<file path="config.mk">
export PLATFORM = sky130hd
export DESIGN_NAME = sik_divsqrt
export DESIGN_NICKNAME = d
export VERILOG_FILES = /design/src/sik_pkg.sv /design/src/sik_divsqrt.sv
export SDC_FILE = /design/constraint.sdc
export NUM_CORES = 1
export LEC_CHECK = 0
export BUFFER_PORTS_ARGS = -buffer_cell sky130_fd_sc_hd__clkbuf_2
export CAP_MARGIN = 20
export CORE_ASPECT_RATIO = 1.2
export CORE_MARGIN = 2
export CORE_UTILIZATION = 30
export DETAILED_ROUTE_END_ITERATION = 8
export PLACE_DENSITY = 0.54
export SYNTH_ARGS = -nofsm -noshare
export SYNTH_HDL_FRONTEND = slang
export SYNTH_SLANG_ARGS = --single-unit
</file>
<file path="constraint.sdc">
create_clock -name clk -period 20.1 [get_ports clk]
set_clock_uncertainty 0.2 [all_clocks]
set_input_delay 1.005 -clock clk [delete_from_list [all_inputs] [get_ports clk]]
set_output_delay 1.005 -clock clk [all_outputs]
set_load 0.02 [all_outputs]
</file>
<file path="src/sik_pkg.sv">
// Shared types, constants and helper functions of the SCARA inverse kinematics core.
`timescale 1ns / 1ps
package sik_pkg;

  localparam int UNIT_FRAC       = 30;
  localparam int ANGLE_FRAC_BITS = 24;
  localparam int ROUND_SH        = UNIT_FRAC - ANGLE_FRAC_BITS;

  localparam logic [2:0] REG_FIRST_LINK  = 3'd0;
  localparam logic [2:0] REG_SECOND_LINK = 3'd1;
  localparam logic [2:0] REG_VERT_OFFSET = 3'd2;
  localparam logic [2:0] REG_BASE_MIN    = 3'd3;
  localparam logic [2:0] REG_BASE_MAX    = 3'd4;
  localparam logic [2:0] REG_ELBOW_MIN   = 3'd5;
  localparam logic [2:0] REG_ELBOW_MAX   = 3'd6;

  typedef enum logic [1:0] {
    DS_DIV  = 2'b01,
    DS_SQRT = 2'b10
  } ds_mode_t;

  typedef struct packed {
    logic     start;
    ds_mode_t mode;
  } ds_req_t;

  function automatic logic [30:0] atan_tab(input logic [4:0] idx);
    logic [30:0] v;
    case (idx)
      5'd0:  v = 31'd843314856;
      5'd1:  v = 31'd497837829;
      5'd2:  v = 31'd263043836;
      5'd3:  v = 31'd133525158;
      5'd4:  v = 31'd67021686;
      5'd5:  v = 31'd33543515;
      5'd6:  v = 31'd16775850;
      5'd7:  v = 31'd8388437;
      5'd8:  v = 31'd4194282;
      5'd9:  v = 31'd2097149;
      5'd10: v = 31'd1048575;
      5'd11: v = 31'd524287;
      5'd12: v = 31'd262143;
      5'd13: v = 31'd131071;
      5'd14: v = 31'd65535;
      5'd15: v = 31'd32767;
      5'd16: v = 31'd16383;
      5'd17: v = 31'd8191;
      5'd18: v = 31'd4095;
      5'd19: v = 31'd2047;
      5'd20: v = 31'd1023;
      5'd21: v = 31'd511;
      5'd22: v = 31'd255;
      5'd23: v = 31'd127;
      5'd24: v = 31'd63;
      5'd25: v = 31'd31;
      5'd26: v = 31'd15;
      5'd27: v = 31'd7;
      5'd28: v = 31'd3;
      5'd29: v = 31'd1;
      default: v = 31'd0;
    endcase
    return v;
  endfunction

  function automatic logic signed [31:0] sat32(input logic signed [39:0] v);
    logic signed [31:0] r;
    if (v > 40'sh007FFFFFFF) begin
      r = 32'sh7FFFFFFF;
    end else if (v < -40'sh0080000000) begin
      r = 32'sh80000000;
    end else begin
      r = v[31:0];
    end
    return r;
  endfunction

  function automatic logic signed [35:0] to_angle(input logic signed [35:0] z);
    logic signed [35:0] sum;
    sum = z + (36'sd1 <<< (ROUND_SH - 1));
    return sum >>> ROUND_SH;
  endfunction

endpackage

</file>
<file path="src/sik_divsqrt.sv">
// Iterative restoring divider and integer square root, one bit per cycle.
`timescale 1ns / 1ps
module sik_divsqrt (
  input  logic             clk,
  input  logic             rst,
  input  sik_pkg::ds_req_t req,
  input  logic [63:0]      a,
  input  logic [63:0]      b,
  output logic             done,
  output logic [31:0]      result
);
  import sik_pkg::*;

  logic        busy;
  ds_mode_t    mode;
  logic [4:0]  cnt;
  logic [63:0] rem;
  logic [63:0] den;
  logic [63:0] acc;
  logic [63:0] bitv;
  logic [64:0] rem2;
  logic [63:0] trial;
  logic        last;

  assign rem2   = {rem, 1'b0};
  assign trial  = acc + bitv;
  assign last   = (mode == DS_DIV) ? (cnt == 5'(UNIT_FRAC - 1)) : (cnt == 5'd31);
  assign result = acc[31:0];

  always_ff @(posedge clk) begin
    if (rst) begin
      busy <= 1'b0;
      done <= 1'b0;
      cnt  <= '0;
      mode <= DS_DIV;
    end else begin
      done <= 1'b0;
      if (req.start) begin
        busy <= 1'b1;
        mode <= req.mode;
        cnt  <= '0;
        rem  <= a;
        den  <= b;
        acc  <= '0;
        bitv <= 64'h4000_0000_0000_0000;
      end else if (busy) begin
        if (mode == DS_DIV) begin
          if (rem2 >= {1'b0, den}) begin
            rem <= 64'(rem2 - {1'b0, den});
            acc <= {acc[62:0], 1'b1};
          end else begin
            rem <= rem2[63:0];
            acc <= {acc[62:0], 1'b0};
          end
        end else begin
          if (rem >= trial) begin
            rem <= rem - trial;
            acc <= (acc >> 1) + bitv;
          end else begin
            acc <= acc >> 1;
          end
          bitv <= bitv >> 2;
        end
        if (last) begin
          busy <= 1'b0;
          done <= 1'b1;
        end else begin
          cnt <= cnt + 5'd1;
        end
      end
    end
  end

endmodule

</file>
## Word level (Yosys, flattened, before mapping)

Index checks and enable logic that the tools add are counted.

| word-level totals | value |
|---|---|
| register bits after elaboration | 265 |
| bits of input ports | 133 |

| operators by class | value |
|---|---|
| add/sub/neg operators | 5 |
| $lt $le $gt $ge | 2 |
| equality and inequality tests | 4 |
| multiplexer cells | 16 |
| bitwise operators | 3 |
| reduce and logical (&&, ||, !) cells | 9 |

Operators by type and width:

| cell | number |
|---|---|
| two-way mux 64 bit | 10 |
| subtractor 64 bit | 2 |
| greater-or-equal comparator 65 x 64 -> 1 bit | 1 |
| adder 63 x 64 -> 64 bit | 1 |
| adder 64 bit | 1 |
| greater-or-equal comparator 64 bit | 1 |
| == test 5 bit, second input constant | 2 |
| two-way mux 1 bit | 6 |
| AND reduction 2 bit | 3 |
| AND reduction 3 bit | 2 |
| adder 5 x 1 -> 5 bit, second input constant | 1 |
| inverter 1 bit | 3 |
| nonzero test 3 bit | 1 |
| OR reduction 3 bit | 1 |
| == test 2 x 1 -> 1 bit, second input constant | 1 |
| inequality test 2 bit, second input constant | 1 |
| nonzero test 2 bit | 1 |
| OR reduction 2 bit | 1 |

## Depth between registers and ports, before layout

| logic depth | value |
|---|---|
| depth in word-level cells | 6 |
| depth in mapped cells | 27 |

## Worst setup path before layout

OpenSTA, ideal clock, no wires.

| path | value |
|---|---|
| kind | register to register |
| from | reg acc[2] |
| to | reg rem[0], enable pin |
| arrival time | 7.991 ns |
| data required time | 19.393 ns |
| slack | 11.402 ns |
| cell stages (with the launch flop) | 24 |
| buffers on the path | 3 |
| clock period less this slack | 8.698 ns |
| path through | edfxtp_1 -> ha_1 -> a31o_2 -> a31oi_1 -> o31ai_1 -> a21oi_1 -> o31ai_1 -> a31oi_1 -> o21ai_0 -> a31o_2 -> a31oi_1 -> xor2_1 -> ha_1 -> clkbuf_1 -> nand2_1 -> o21ai_0 -> a21oi_1 -> o21ai_0 -> a221oi_1 -> o311a_1 -> o31a_1 -> clkbuf_1 -> clkbuf_1 -> a21oi_1 |

| on the way | value |
|---|---|
| word-level cells in the longest chain between the ends | 4 |

Ends and longest elaborated chain:

| what | RTL line | RTL |
|---|---|---|
| start, declared | sik_divsqrt.sv:19 | `logic [63:0] acc;` |
| start signal, assigned | sik_divsqrt.sv:50 | `acc <= {acc[62:0], 1'b1};` |
| start signal, assigned | sik_divsqrt.sv:53 | `acc <= {acc[62:0], 1'b0};` |
| start signal, assigned | sik_divsqrt.sv:58 | `acc <= (acc >> 1) + bitv;` |
| adder 64 bit | sik_divsqrt.sv:26 | `assign trial = acc + bitv;` |
| greater-or-equal comparator 64 bit | sik_divsqrt.sv:56 | `if (rem >= trial) begin` |
| nonzero test 3 bit (no line) | - |  |
| AND reduction 3 bit (no line) | - |  |
| end signal, assigned | sik_divsqrt.sv:49 | `rem <= 64'(rem2 - {1'b0, den});` |
| end signal, assigned | sik_divsqrt.sv:52 | `rem <= rem2[63:0];` |
| end signal, assigned | sik_divsqrt.sv:57 | `rem <= rem - trial;` |
| end, declared | sik_divsqrt.sv:17 | `logic [63:0] rem;` |

Every way passes these cells.
A chain may end at the register's enable or synchronous reset.

## Worst setup path in the final report

Same ends and word-level chain as after synthesis.

==> impl_metrics.json <==
{
  "via_per_inst": 5.46,
  "cts_htree_levels": 1,
  "yosys-top-cells-area": "edfxtp_1 29%, ha_1 11%, a21oi_1 5.5%, o21ai_0 4.9%, nand2_1 4.8%",
  "io_buffers": 165,
  "clk_latency_ps": 590,
  "yosys.area_share.simple_pct": 16.6,
  "comb_power_share_pct": 46.3,
  "max-slew-margin-rel_pct": 35.3,
  "ctsHoldBuffers": 0,
  "synth.yosys.seq_area_share_pct": 29.9,
  "ctsResizeCount": 0,
  "start_util_pct": 30.3,
  "syn_inst": 2787,
  "wirelength_mm": 77.2,
  "tns_ps": 0,
  "cts_tree": "yes",
  "die_x_um": 257,
  "status": "finished clean",
  "use_met2_pct": 30.6,
  "grt_max_degree": 69,
  "gp_congestion": 0.925,
  "synth_area_mm2": 0.0231,
  "core_area_mm2": 0.0764,
  "cts_buffers": 28,
  "vias": 21000,
  "p_per_area_mw_per_mm2": 86.0,
  "required_ps": 20120,
  "critical_path.slowest_cell": "o31ai_1",
  "setup_violations": 0,
  "synthDistinctLibCells": 85,
  "path_cells": "ha_1, a31o_2, a31oi_1, o31ai_1, a21oi_1, o31ai_1, a31oi_1, o21ai_0, a31o_2, a31oi_1, xor2_1, ha_1, nand2_1, o21ai_0, a21oi_1, o21ai_0, a221oi_1, o311a_1, o31a_1, buf_4, a21oi_4, buf_4",
  "synth_flop_cell": "edfxtp_1",
  "area_growth_pct": 10.2,
  "nets": 3137,
  "hpwl_mm": 58.9,
  "synth_top_family_by_area": "compound AO/OA/AOI/OAI gates",
  "worstHoldPathType": "reg -> reg",
  "yosysTopAreaCellShare_pct": 29.1,
  "critPathMaxFanout": 58,
  "grt_overflow": 0,
  "worst-path-buf-inv": 2,
  "first_pass_iters": 5,
  "cp-end-kind": "flop",
  "ios": 166,
  "ant_nets": 0,
  "critical_path.top_delay_family": "compound AO/OA/AOI/OAI gates",
  "maxCapViolations": 0,
  "final.fill_count": 8140,
  "routedWlPerCell_um": 20.1,
  "fin_crit_ps": 7250,
  "cts.sinks": 233,
  "synth_edf_count": 224,
  "period_share_pct": 36.1,
  "finalHoldViolCount": 0,
  "synth_commonest_cells": "295 x nand2_1, 256 x a21oi_1, 225 x o21ai_0",
  "final_util_pct": 33.4,
  "post_cts_buffers": 0,
  "rows": 111,
  "max_stage_delay_ps": 690,
  "ys_seq_elements": 233,
  "track_usage_pct": 18.7,
  "yosysWarnings": 0,
  "async_flop_share_pct": 0,
  "muxShareOfSynthArea_pct": 1.85,
  "root_buffer": "clkbuf_16",
  "worstSetupPathType": "reg -> reg",
  "synth_compound_area_share_pct": 26.3,
  "clk_pin_slew_ps": 60,
  "pwr-share-seq_pct": 29.7,
  "drc_errors": 0,
  "fmax_mhz": 138,
  "grt_pass1_vias": 20000,
  "use_met3_pct": 2.27,
  "die_y_um": 308,
  "start_kind": "flop",
  "grt_pass1_wl_mm": 117,
  "rsz0062_at_grt": "no",
  "crit_arrival_ps": 7260,
  "synth-xor-area-share_pct": 8.94,
  "leakage_nw": 10.1,
  "yosysMostFrequentCell": "nand2_1",
  "antenna_found_initial": 1,
  "clkPwrFrac_pct": 24.0,
  "synth_top_cell_by_area": "edfxtp_1",
  "cts_buffer_depth": 3,
  "switchingPower_uw": 912,
  "grt_busiest_layer": "met2",
  "tightest_slew_ps": 968,
  "syn_area_per_cell_um2": 8.30,
  "ir_worst_vdd_mv": 0.0679,
  "synth-adder-area-share_pct": 10.7,
  "regArea_mm2": 0.00691,
  "synth_fp_nets": 3117,
  "multi_input_area_mm2": 0.0150,
  "grtUsageMet1_pct": 25.5,
  "internal-power_mw": 1.28,
  "num_antenna_cells": 0,
  "fp.dieArea_mm2": 0.0793,
  "drive_gt1_share_pct": 9.65,
  "drv_slew": 0,
  "drt_iter0_drc": 1692,
  "sw_frac_of_total_pct": 41.6
}
per-layer routing:
| metal | share of wire [%] | vias up |
|---|---|---|
| li1 | - | 10300 |
| met1 | 46 | 9955 |
| met2 | 45 | 594 |
| met3 | 5.7 | 111 |
| met4 | 3.1 | 0 |
| met5 | 0 | - |
final timing paths:
| check | startpoint | endpoint | slack (ps) | depth (start not counted) |
|---|---|---|---|---|
| setup / recovery | acc[2] | rem[0] | 12850 | 22 |
| hold / removal | busy | cnt[0] | 320 | 2 |
| setup reg to reg | acc[2] | rem[0] | 12850 | 22 |
| hold reg to reg | busy | cnt[0] | 320 | 2 |
cells in the final DEF (no fill, tap or decap), types with 87 or more instances in the layout:
cell type,count
a21o_1,87
a21oi_1,254
clkbuf_2,164
edfxtp_1,224
ha_1,195
inv_1,121
nand2_1,295
nor2_1,187
o21ai_0,225
xnor2_1,119
xor2_1,117
final cells by class:
type | instances | area share, %
multi-input combinational | 2240 | 58.7
sequential | 233 | 27.1
tap | 1017 | 4.99
timing repair buffer | 181 | 3.72
clock buffer | 36 | 3.20
inverter | 123 | 1.81
clock inverter | 16 | 0.466
cells by family after synthesis:
group,Yosys count
buffers and inverters,314
flip-flops,233
adder cells (fa/ha/maj),197
AO/OA/AOI/OAI,952
multiplexers,42
AND/OR/NAND/NOR,813
XOR/XNOR,236
power groups by stage:
stage	clock [mW]	sequential, mW	combinational [mW]
final	0.526	0.650	1.01
after global routing	0.555	0.655	1.12
after CTS	0.540	0.648	1.00
after detailed placement	0	0.658	0.996
after global placement	0	0.658	1.01
after floorplan	0	0.628	0.765
sequential cells by signal, summed over array words and instances, names as in the netlist:
name and cells:
den 64, busy 1, bitv 32, done 1, mode 2, cnt 5
rem 64, acc 64
worst min-delay path: stages (launching register included):
cell and delay [ps]:
dfxtp_1 330, nor2_1 90, a211oi_1 50
metrics by stage:
step                instance area [um2]  cells  setup WS, ps  hold slack, ps  power (mW)
floorplan                         23100   2787         11400             275        1.39
global placement                  24600   3794         12900             301        1.66
detailed placement                24600   3794         12840             315        1.65
CTS                               25500   3846         12800             325        2.19
global route                      25500   3846         12220             357        2.33
finish                            25500   3846         12850             324        2.19
No activity file was read; power rests on OpenSTA's default activity.
